### config.mk
export PLATFORM = sky130hd
export DESIGN_NAME = srecord_s1_loader_unit
export DESIGN_NICKNAME = d
export VERILOG_FILES = /design/src/rtl/srs1_pkg.sv /design/src/rtl/srecord_s1_loader_unit.sv /design/src/rtl/srs1_store.sv /design/src/rtl/srs1_line.sv /design/src/rtl/srs1_drain.sv
export SDC_FILE = /design/constraint.sdc
export NUM_CORES = 1
export LEC_CHECK = 0
export BUFFER_PORTS_ARGS = -buffer_cell sky130_fd_sc_hd__buf_2
export CAP_MARGIN = 20
export CORE_ASPECT_RATIO = 0.8
export CORE_MARGIN = 2
export CORE_UTILIZATION = 42
export CTS_CLUSTER_DIAMETER = 80
export DETAILED_ROUTE_END_ITERATION = 16
export GPL_TIMING_DRIVEN = 0
export PLACE_DENSITY = 0.68
export SYNTH_ARGS = -nofsm -noshare
export SYNTH_HDL_FRONTEND = slang
export SYNTH_SLANG_ARGS = --single-unit
### constraint.sdc
create_clock -name clk -period 11.8 [get_ports clk]
set_input_delay 2.36 -clock clk [delete_from_list [all_inputs] [get_ports clk]]
set_output_delay 2.36 -clock clk [all_outputs]
set_load 0.03 [all_outputs]
### src/rtl/srs1_pkg.sv
// shared types, constants and character codes for the s1 record loader
package srs1_pkg;

    localparam int LINE_CHARS  = 80;
    localparam int COL_W       = $clog2(LINE_CHARS);
    localparam int STORE_DEPTH = 35;
    localparam int STORE_AW    = $clog2(STORE_DEPTH);
    localparam int DEC_W       = $clog2(STORE_DEPTH + 1);

    localparam logic [7:0] CH_S      = 8'h53;
    localparam logic [7:0] CH_ONE    = 8'h31;
    localparam logic [7:0] CH_ZERO   = 8'h30;
    localparam logic [7:0] CH_NINE   = 8'h39;
    localparam logic [7:0] CH_LF     = 8'h0A;
    localparam logic [7:0] CH_CR     = 8'h0D;
    localparam logic [7:0] ALPHA_OFS = 8'd55;

    localparam logic [7:0] MIN_COUNT = 8'd3;

    localparam logic       KIND_WRITE   = 1'b0;
    localparam logic       KIND_SUMMARY = 1'b1;

    localparam logic [1:0] STATUS_LOADED  = 2'd0;
    localparam logic [1:0] STATUS_IGNORED = 2'd1;
    localparam logic [1:0] STATUS_SHORT   = 2'd2;

    typedef struct packed {
        logic [7:0] character;
        logic       file_start;
    } req_t;

    typedef struct packed {
        logic        result_kind;
        logic [15:0] write_address;
        logic [7:0]  write_data;
        logic [1:0]  line_status;
        logic [5:0]  record_bytes;
        logic [15:0] total_bytes;
        logic        last;
    } res_t;

    typedef struct packed {
        logic                en;
        logic [STORE_AW-1:0] addr;
        logic [7:0]          data;
    } mem_wr_t;

    typedef struct packed {
        logic              valid;
        logic [DEC_W-1:0]  count;
        logic [15:0]       address;
        logic [1:0]        status;
        logic [15:0]       total;
    } line_end_t;

    typedef enum logic [1:0] {
        ST_IDLE,
        ST_READ,
        ST_WRITE,
        ST_SUMMARY
    } drain_state_t;

endpackage

### src/rtl/srecord_s1_loader_unit.sv
// top level of the s1 record loader
//
// usage: characters of a record file enter on the req channel (valid/ready),
// one per request; file_start clears the running total and the line state
// before its character is handled. results leave on the res channel as
// write results (address, data) followed by one line summary with last set.
// ordinary characters are taken one per cycle while the drain sequencer is
// idle and give no result. a newline hands the line to the drain sequencer,
// which for each stored data byte reads the record store (registered read)
// and then loads the byte into the result register, and after the last byte
// loads the summary, while req_ready stays low. a stalled res channel holds
// the result register and the sequencer waits. reset clears line state, the
// running total, the drain state and the result valid flag; the record
// store is not cleared, since only bytes written in the same line are
// ever read back.
module srecord_s1_loader_unit (
    input  logic           clk,
    input  logic           rst_n,
    input  logic           req_valid,
    output logic           req_ready,
    input  srs1_pkg::req_t req,
    output logic           res_valid,
    input  logic           res_ready,
    output srs1_pkg::res_t res
);
    import srs1_pkg::*;

    logic                take;
    logic                idle;
    mem_wr_t             wr;
    line_end_t           line_end;
    logic                rd_en;
    logic [STORE_AW-1:0] rd_addr;
    logic [7:0]          rd_data;

    assign req_ready = idle;
    assign take      = req_valid && idle;

    srs1_line u_line (
        .clk      (clk),
        .rst_n    (rst_n),
        .take     (take),
        .req      (req),
        .wr       (wr),
        .line_end (line_end)
    );

    srs1_store u_store (
        .clk     (clk),
        .wr      (wr),
        .rd_en   (rd_en),
        .rd_addr (rd_addr),
        .rd_data (rd_data)
    );

    srs1_drain u_drain (
        .clk       (clk),
        .rst_n     (rst_n),
        .line_end  (line_end),
        .rd_data   (rd_data),
        .res_ready (res_ready),
        .idle      (idle),
        .rd_en     (rd_en),
        .rd_addr   (rd_addr),
        .res_valid (res_valid),
        .res       (res)
    );

endmodule

### src/rtl/srs1_store.sv
// data byte store of one record, synchronous write and registered read
module srs1_store (
    input  logic                    clk,
    input  srs1_pkg::mem_wr_t       wr,
    input  logic                    rd_en,
    input  logic [srs1_pkg::STORE_AW-1:0] rd_addr,
    output logic [7:0]              rd_data
);
    import srs1_pkg::*;

    logic [7:0] mem [STORE_DEPTH];
    logic [7:0] rd_data_reg;

    always_ff @(posedge clk)
    begin
        if (wr.en)
        begin
            mem[wr.addr] <= wr.data;
        end
    end

    always_ff @(posedge clk)
    begin
        if (rd_en)
        begin
            rd_data_reg <= mem[rd_addr];
        end
    end

    assign rd_data = rd_data_reg;

endmodule

### src/rtl/srs1_line.sv
// per-line character decoder: header, count, address and data pairs
module srs1_line (
    input  logic                clk,
    input  logic                rst_n,
    input  logic                take,
    input  srs1_pkg::req_t      req,
    output srs1_pkg::mem_wr_t   wr,
    output srs1_pkg::line_end_t line_end
);
    import srs1_pkg::*;

    logic [COL_W-1:0] column_reg, column_next;
    logic             record_ok_reg, record_ok_next;
    logic [3:0]       high_digit_reg, high_digit_next;
    logic [7:0]       byte_count_reg, byte_count_next;
    logic [15:0]      load_address_reg, load_address_next;
    logic [DEC_W-1:0] decoded_reg, decoded_next;
    logic [15:0]      total_reg, total_next;

    logic [COL_W-1:0] col_eff;
    logic             ok_eff;
    logic [3:0]       high_eff;
    logic [7:0]       count_eff;
    logic [15:0]      addr_eff;
    logic [DEC_W-1:0] dec_eff;
    logic [15:0]      total_eff;
    logic [7:0]       val;
    logic [7:0]       pair;
    logic [COL_W-1:0] idx;
    logic [7:0]       want;
    logic             short_rec;
    logic [DEC_W-1:0] written;

    always_ff @(posedge clk or negedge rst_n)
    begin
        if (!rst_n)
        begin
            column_reg       <= '0;
            record_ok_reg    <= 1'b0;
            high_digit_reg   <= '0;
            byte_count_reg   <= '0;
            load_address_reg <= '0;
            decoded_reg      <= '0;
            total_reg        <= '0;
        end
        else
        begin
            column_reg       <= column_next;
            record_ok_reg    <= record_ok_next;
            high_digit_reg   <= high_digit_next;
            byte_count_reg   <= byte_count_next;
            load_address_reg <= load_address_next;
            decoded_reg      <= decoded_next;
            total_reg        <= total_next;
        end
    end

    always_comb
    begin
        col_eff   = req.file_start ? '0 : column_reg;
        ok_eff    = req.file_start ? 1'b0 : record_ok_reg;
        high_eff  = req.file_start ? '0 : high_digit_reg;
        count_eff = req.file_start ? '0 : byte_count_reg;
        addr_eff  = req.file_start ? '0 : load_address_reg;
        dec_eff   = req.file_start ? '0 : decoded_reg;
        total_eff = req.file_start ? '0 : total_reg;

        if (req.character >= CH_ZERO && req.character <= CH_NINE)
        begin
            val = req.character - CH_ZERO;
        end
        else
        begin
            val = req.character - ALPHA_OFS;
        end
        pair = {high_eff, 4'h0} | val;
        idx  = COL_W'((col_eff - COL_W'(9)) >> 1);

        want      = (count_eff >= MIN_COUNT) ? 8'(count_eff - MIN_COUNT) : 8'd0;
        short_rec = (int'(col_eff) < 8) || (count_eff < MIN_COUNT);
        if (want > 8'(dec_eff))
        begin
            want      = 8'(dec_eff);
            short_rec = 1'b1;
        end
        written = (ok_eff && int'(col_eff) >= 2) ? DEC_W'(want) : '0;

        column_next       = column_reg;
        record_ok_next    = record_ok_reg;
        high_digit_next   = high_digit_reg;
        byte_count_next   = byte_count_reg;
        load_address_next = load_address_reg;
        decoded_next      = decoded_reg;
        total_next        = total_reg;

        wr       = '0;
        wr.addr  = STORE_AW'(idx);
        wr.data  = pair;
        line_end = '0;

        if (take)
        begin
            column_next       = col_eff;
            record_ok_next    = ok_eff;
            high_digit_next   = high_eff;
            byte_count_next   = count_eff;
            load_address_next = addr_eff;
            decoded_next      = dec_eff;
            total_next        = total_eff;

            if (req.character == CH_LF)
            begin
                line_end.valid   = 1'b1;
                line_end.count   = written;
                line_end.address = addr_eff;
                line_end.total   = 16'(total_eff + 16'(written));
                if (ok_eff && int'(col_eff) >= 2)
                begin
                    line_end.status = short_rec ? STATUS_SHORT : STATUS_LOADED;
                end
                else
                begin
                    line_end.status = STATUS_IGNORED;
                end
                total_next        = line_end.total;
                column_next       = '0;
                record_ok_next    = 1'b0;
                high_digit_next   = '0;
                byte_count_next   = '0;
                load_address_next = '0;
                decoded_next      = '0;
            end
            else if (req.character != CH_CR && col_eff < COL_W'(LINE_CHARS - 1))
            begin
                column_next = COL_W'(col_eff + COL_W'(1));
                if (col_eff == COL_W'(0))
                begin
                    record_ok_next = (req.character == CH_S);
                end
                else if (col_eff == COL_W'(1))
                begin
                    record_ok_next = ok_eff && (req.character == CH_ONE);
                end
                else if (!col_eff[0])
                begin
                    high_digit_next = val[3:0];
                end
                else if (col_eff == COL_W'(3))
                begin
                    byte_count_next = pair;
                end
                else if (col_eff == COL_W'(5))
                begin
                    load_address_next = {pair, 8'd0};
                end
                else if (col_eff == COL_W'(7))
                begin
                    load_address_next = {addr_eff[15:8], pair};
                end
                else if (int'(idx) < STORE_DEPTH)
                begin
                    wr.en        = 1'b1;
                    decoded_next = DEC_W'(idx + COL_W'(1));
                end
            end
        end
    end

endmodule

### src/rtl/srs1_drain.sv
// end of line sequencer: reads stored bytes back and emits writes and summary
module srs1_drain (
    input  logic                          clk,
    input  logic                          rst_n,
    input  srs1_pkg::line_end_t           line_end,
    input  logic [7:0]                    rd_data,
    input  logic                          res_ready,
    output logic                          idle,
    output logic                          rd_en,
    output logic [srs1_pkg::STORE_AW-1:0] rd_addr,
    output logic                          res_valid,
    output srs1_pkg::res_t                res
);
    import srs1_pkg::*;

    drain_state_t     state_reg, state_next;
    logic [DEC_W-1:0] idx_reg, idx_next;
    logic [DEC_W-1:0] cnt_reg, cnt_next;
    logic [15:0]      addr_reg, addr_next;
    logic [1:0]       status_reg, status_next;
    logic [15:0]      total_reg, total_next;
    logic             out_valid_reg, out_valid_next;
    res_t             out_reg, out_next;
    logic             out_free;

    always_ff @(posedge clk or negedge rst_n)
    begin
        if (!rst_n)
        begin
            state_reg     <= ST_IDLE;
            out_valid_reg <= 1'b0;
        end
        else
        begin
            state_reg     <= state_next;
            out_valid_reg <= out_valid_next;
        end
    end

    always_ff @(posedge clk)
    begin
        idx_reg    <= idx_next;
        cnt_reg    <= cnt_next;
        addr_reg   <= addr_next;
        status_reg <= status_next;
        total_reg  <= total_next;
        out_reg    <= out_next;
    end

    always_comb
    begin
        state_next     = state_reg;
        idx_next       = idx_reg;
        cnt_next       = cnt_reg;
        addr_next      = addr_reg;
        status_next    = status_reg;
        total_next     = total_reg;
        out_next       = out_reg;
        out_free       = !out_valid_reg || res_ready;
        out_valid_next = out_valid_reg && !res_ready;
        rd_en          = 1'b0;
        rd_addr        = STORE_AW'(idx_reg);
        idle           = (state_reg == ST_IDLE);

        case (state_reg)
            ST_IDLE:
            begin
                if (line_end.valid)
                begin
                    idx_next    = '0;
                    cnt_next    = line_end.count;
                    addr_next   = line_end.address;
                    status_next = line_end.status;
                    total_next  = line_end.total;
                    state_next  = (line_end.count != '0) ? ST_READ : ST_SUMMARY;
                end
            end
            ST_READ:
            begin
                rd_en      = 1'b1;
                state_next = ST_WRITE;
            end
            ST_WRITE:
            begin
                if (out_free)
                begin
                    out_next               = '0;
                    out_next.result_kind   = KIND_WRITE;
                    out_next.write_address = addr_reg;
                    out_next.write_data    = rd_data;
                    out_valid_next         = 1'b1;
                    idx_next               = DEC_W'(idx_reg + DEC_W'(1));
                    addr_next              = 16'(addr_reg + 16'd1);
                    state_next = (idx_next == cnt_reg) ? ST_SUMMARY : ST_READ;
                end
            end
            ST_SUMMARY:
            begin
                if (out_free)
                begin
                    out_next              = '0;
                    out_next.result_kind  = KIND_SUMMARY;
                    out_next.line_status  = status_reg;
                    out_next.record_bytes = 6'(cnt_reg);
                    out_next.total_bytes  = total_reg;
                    out_next.last         = 1'b1;
                    out_valid_next        = 1'b1;
                    state_next            = ST_IDLE;
                end
            end
            default:
            begin
                state_next = ST_IDLE;
            end
        endcase
    end

    assign res_valid = out_valid_reg;
    assign res       = out_reg;

endmodule

# Word-level counts from Yosys, hierarchy flattened
# Memories as Yosys holds them, arrays and structs flattened. A register that Yosys moved wholly into a read port is not among the register bits.
# Index checks and enable logic that the tools add are counted.
[totals]
out_inout_bits = 52
ramBits = 280
word_cells = 160
n_memories = 1
ff_bits = 157
[memory_table]
columns = ["memory", "depth", "word_bits", "read_ports", "rd_ports_with_merged_regs", "write_ports", "line", "source"]
rows = [
  ["u_store.mem", 35, 8, 1, 1, 1, "srs1_store.sv:11", "logic [7:0] mem [STORE_DEPTH];"],
]
[classes]
eq_ne = 15
n_lt_le_gt_ge = 9
muxes = 81
add_sub_neg = 9
n_reduce_logical = 22
n_bitwise = 1
[op_table]
columns = ["cell", "count"]
rows = [
  ["$mux 16", 12],
  ["$mux 50", 2],
  ["$pmux 50 s2", 1],
  ["$mux 6", 14],
  ["$mux 41", 2],
  ["$mux 8", 10],
  ["$pmux 16 s2", 1],
  ["$mux 4", 6],
  ["$mux 1", 21],
  ["$mux 7", 3],
  ["$add 16x1->16 const B", 1],
  ["$add 16x6->16", 1],
  ["$sub 8x6->8 const B", 2],
  ["$eq 7x3->1 const B", 2],
  ["$mux 2", 7],
  ["$add 6x1->6 const B", 2],
  ["$pmux 6 s2", 1],
  ["$reduce_and 3->1", 4],
  ["$eq 8x4->1 const B", 1],
  ["$eq 8x6->1 const B", 1],
  ["$eq 8x7->1 const B", 1],
  ["$ge 8x2->1 const B", 1],
  ["$ge 8x6->1 const B", 1],
  ["$gt 8x6->1", 1],
  ["27 further kinds", 39],
]

# Longest topological paths before layout
[depth]
depth_word = 15
mapped_depth = 32

# Modules after synthesis
# Synthesis repeated with hierarchy kept, for this count alone.
[unflattened]
cells_unflattened = 1473
hier_area_um2 = 20342.0
[by_module_without_submodules]
columns = ["mod", "area_per_inst_um2", "n_inst", "cells_each", "seq_area_each_um2"]
rows = [
  ["srs1_store", 11524.8, 1, 642, 8648.3],
  ["srs1_line", 4763.3, 1, 558, 1451.4],
  ["srs1_drain", 4047.6, 1, 272, 2927.8],
  ["srecord_s1_loader_unit", 6.3, 1, 1, 0.0],
]

# Worst setup path before layout
# Ideal clock, no wire load.
[synth_path]
kind = "in2reg"
from = "input port req[0] (netlist name)"
to = "register u_line.total_reg[14]"
stages = 26
arrival_time_ps = 7526
setup_time_ps = 69
path_buffers = 5
slack_ps = 4205
cell_sequence = "buf_4 > buf_2 > clkbuf_1 > clkbuf_1 > buf_2 > nor2b_1 > ha_1 > inv_1 > o21ai_0 > o21ai_0 > o21ai_0 > ha_1 > a2111oi_0 > a21oi_1 > o21ba_2 > mux2_2 > nor2_1 > inv_1 > fa_1 > nor2b_1 > o21ai_0 > a21oi_1 > o21ai_0 > a21o_1 > or4_1 > nand3_1"
[synth_between]
elab_chain_cells = 8
elab_cells_between_ends = 15
classes_between = "add/sub: 2; order compare: 3; mux: 9; reduce/logical: 1"
[synth_lines]
columns = ["element", "line", "source"]
rows = [
  ["start, declared", "srecord_s1_loader_unit.sv:21", "input srs1_pkg::req_t req,"],
  ["$mux 8", "srs1_line.sv:63", "count_eff = req.file_start ? '0 : byte_count_reg;"],
  ["$sub 8x2->8 or $ge 8x2->1 (tied branches)", "srs1_line.sv:79", "want = (count_eff >= MIN_COUNT) ? 8'(count_eff - MIN_COUNT) : 8'd0;"],
  ["$mux 8", "srs1_line.sv:79", ""],
  ["$gt 8x6->1", "srs1_line.sv:81", "if (want > 8'(dec_eff))"],
  ["$mux 6", "srs1_line.sv:81", ""],
  ["$mux 6", "srs1_line.sv:86", "written = (ok_eff && int'(col_eff) >= 2) ? DEC_W'(want) : '0;"],
  ["$add 16x6->16", "srs1_line.sv:116", "line_end.total = 16'(total_eff + 16'(written));"],
  ["$mux 16 (*)", "srs1_line.sv:111", "if (req.character == CH_LF)"],
  ["end signal, assigned", "srs1_line.sv:54", "total_reg <= total_next;"],
  ["end, declared", "srs1_line.sv:18", "logic [15:0] total_reg, total_next;"],
]
# Every way passes the cells marked *; elsewhere a longest branch is shown, timed or not.
# A chain may end at the register's enable or synchronous reset.

# Worst setup path in the final report
[layout_path]
from = "input port req[0] (netlist name)"
to = "register u_drain.total_reg[14] (data pin)"
[layout_between]
elab_chain_cells = 7
elab_cells_between_ends = 14
classes_between = "add/sub: 2; order compare: 3; mux: 8; reduce/logical: 1"
[layout_lines]
columns = ["element", "line", "source"]
rows = [
  ["$mux 8", "srs1_line.sv:63", ""],
  ["$sub 8x2->8 or $ge 8x2->1 (tied branches)", "srs1_line.sv:79", ""],
  ["$mux 8", "srs1_line.sv:79", ""],
  ["$gt 8x6->1", "srs1_line.sv:81", ""],
  ["$mux 6", "srs1_line.sv:81", ""],
  ["$mux 6", "srs1_line.sv:86", ""],
  ["$add 16x6->16 (*)", "srs1_line.sv:116", ""],
  ["end signal, assigned", "srs1_drain.sv:46", "total_reg <= total_next;"],
  ["end, declared", "srs1_drain.sv:21", "logic [15:0] total_reg, total_next;"],
]
# Marked as above.

==> results.json <==
{
  "die_width_um": 246,
  "setup_viol": 0,
  "drt_pass1_iterations": 5,
  "die_area_um2": 48500,
  "yosys_most_used_dff": "edfxtp_1",
  "slew_headroom_pct": 35.3,
  "cts_tree": "built",
  "clock-sinks": 444,
  "cp-end-kind": "register",
  "grt_pass1_vias": 11500,
  "place_congestion": 0.906,
  "synth_top_area_share_pct": 58.5,
  "syn_area_um2": 19600,
  "place.port_buffers": 61,
  "crit_top_cell": "o21ai_0",
  "fin_cells": 2075,
  "cts_root_buf": "clkbuf_16",
  "cp.arrival_ps": 9200,
  "cts_made_buffers": 45,
  "ctsHoldBuffers": 0,
  "synthCells": 1314,
  "initial_core_util_pct": 42.7,
  "synth.avg_cell_area_um2": 15.0,
  "diodes": 0,
  "cp-start-kind": "input port",
  "yosysWarnings": 0,
  "largest_register_ffs": 280,
  "crit_path_max_incr_delay_ps": 590,
  "rsz0062_at_grt": "false",
  "final_antenna_net_count": 0,
  "synth-edff-count": 383,
  "hpwl_um": 32100,
  "synth_nets": 1357,
  "placement.cell_area_um2": 21000,
  "hold_ws_ps": 464,
  "fillers": 3874,
  "r2r_slack_ps": 6160,
  "synth-seq-cells": 444,
  "status": "finished clean",
  "vias": 11800,
  "hold_path.class": "register to register",
  "avgViaCountPerCell": 5.67,
  "critPathMaxFanout": 10,
  "period_share_pct": 74.6,
  "drc_errors": 0,
  "total_leakage_power_nw": 7.87,
  "num-nets-final": 1476,
  "clk_latency_ps": 580,
  "irDropWorstVdd_mv": 0.104,
  "top_register": "u_store.mem",
  "dieHeight_um": 197,
  "cts_max_level": 2,
  "async_reset_ff_share_pct": 13.7,
  "wire_per_inst_um": 21.9,
  "crit_slowest_cell": "clkbuf_1",
  "routed_wl_um": 45500,
  "drt_iter0_markers": 1414,
  "drive_above_1_share_pct": 18.9,
  "yosysTopAreaCell": "edfxtp_1",
  "cap_violations": 0,
  "grt_pass1_wl_um": 69900,
  "fin_area_um2": 22400,
  "cts_resized": 0,
  "grt_max_degree": 62,
  "fin_crit_ps": 8800,
  "grt_usage_pct": 19.2,
  "slew_viol_final": 0,
  "clock.fmax_mhz": 114,
  "critPathRequiredTime_ps": 12190,
  "core_um2": 46000,
  "hold_viol_final": 0,
  "tightestPinTransition_ps": 964,
  "clk_path_buf_depth": 3,
  "area_growth_pct": 13.9,
  "ios": 65,
  "cts.clk_slew.worst_paths_ps": 60,
  "dp_cells": 1997,
  "p_per_area_nw_per_um2": 207,
  "path_buf_inv": 8,
  "crit_type": "input port to register",
  "critical-path-top-delay-family": "compound AO/OA/AOI/OAI gates",
  "fin_skew_ps": 16.0,
  "final.setup.tns_ps": 0,
  "total_power_mw": 4.64,
  "postCtsSetupRepairBufs": 0,
  "ys_types": 73,
  "ys_top_cells_by_area": "edfxtp_1 59%, mux4_2 9.2%, dfrtp_1 7.8%, nand2_1 2.1%, o21ai_0 1.9%",
  "antenna_found_initial": 0,
  "placement_rows": 70,
  "grt-ovfl-total": 0,
  "yosysSeqAreaShare_pct": 66.3
}
## through the flow
step                utilization (%)  setup WS [ps]
global placement               45.1           2610
detailed placement             45.7           2650
finish                         48.7           3000
CTS                            48.6           3210
floorplan                         -           4210
global route                   48.7           2480
## Yosys cell counts, types with 3 or more instances
cell      count
nor2_2       10
nor3_1       10
nand3b_1      3
inv_1        32
a31oi_1       8
o211ai_1      4
mux4_2       80
o31ai_1       4
buf_2        18
and2_1       31
nor2b_1      24
or3_1         7
or4_1         5
a22o_1       23
and3_1       41
o21ai_0      73
nand3_1      20
buf_4         8
a21oi_1      22
a211oi_1      3
nand2_1     108
nor4_1        4
mux2_2        5
o21bai_1      5
mux2i_1      17
o21ai_1       4
ha_1         29
nand4_1      13
edfxtp_1    383
a21o_1       16
nand2b_1      7
xnor2_1      20
o221ai_1      3
nor2_1       90
dfrtp_1      61
clkbuf_1     40
a32o_1       10
xor2_1       29
## cells in the final DEF, fill, tap and decap left out, drive strengths merged, types with 31 or more instances in the layout
master and count:
nor2 100, and2 31, inv 34, dfrtp 61
nand2 109, mux4 80, edfxtp 383, clkbuf 99
o21ai 79, buf 102, and3 41
## where the power goes
part           total, mW  switching, mW  internal [mW]
combinational       1.33          0.836          0.491
sequential          1.98         0.0614           1.92
clock               1.33          0.590          0.740
total               4.64           1.49           3.15
## cells by family after synthesis
kind of cell | after synthesis | share of synthesized area (%)
DFF | 444 | 66.3
and+or+nand+nor | 386 | 9.90
AOI/OAI and AO/OA | 200 | 6.97
buffers and inverters | 102 | 2.29
muxes | 102 | 10.3
xor gates and xnor gates | 50 | 2.27
adders and majority gates | 30 | 1.95
## layer usage
metal | up-vias | track usage, % | routed length, um
met5 | - | 0 | 0
met4 | 0 | 5.21 | 870
met3 | 72 | 5.07 | 4490
met2 | 468 | 27.8 | 19900
met1 | 5960 | 28.7 | 20200
li1 | 5268 | - | -
## worst paths after layout
kind / depth (start not counted) / endpoint / start
max: 28 / u_drain.total_reg[14]$_SDFFCE_PN0P_ / req[0]
min: 1 / u_line.total_reg[2]$_DFFE_PN0P_ / u_line.total_reg[2]$_DFFE_PN0P_
max reg2reg: 23 / u_drain.total_reg[14]$_SDFFCE_PN0P_ / u_line.byte_count_reg[1]$_DFFE_PN0P_
min reg2reg: 1 / u_line.total_reg[2]$_DFFE_PN0P_ / u_line.total_reg[2]$_DFFE_PN0P_
max in group asynchronous: 1 / u_drain.res_valid$_DFF_PN0_ / rst_n
min in group asynchronous: 1 / u_line.total_reg[4]$_DFFE_PN0P_ / rst_n
## worst reg2reg max path, delay by kind of cell, from the launching register on
kind | cells | cell delay [ps]
DFF | 1 | 460
adders and majority gates | 4 | 1230
AOI/OAI and AO/OA | 12 | 2490
and+or+nand+nor | 4 | 900
buffers and inverters | 3 | 380
## area by class of cell
class / count / area (um2) / area share (%)
buffer: 70 / 330 / 1.48
clock buffer: 59 / 1200 / 5.36
clock inverter: 18 / 153 / 0.682
inverter: 32 / 120 / 0.537
multi-input combinational: 768 / 6200 / 27.7
sequential: 444 / 13000 / 58.2
tap: 612 / 766 / 3.42
timing repair buffer: 72 / 574 / 2.57
Note: power is estimated with default switching activity, not from simulation.
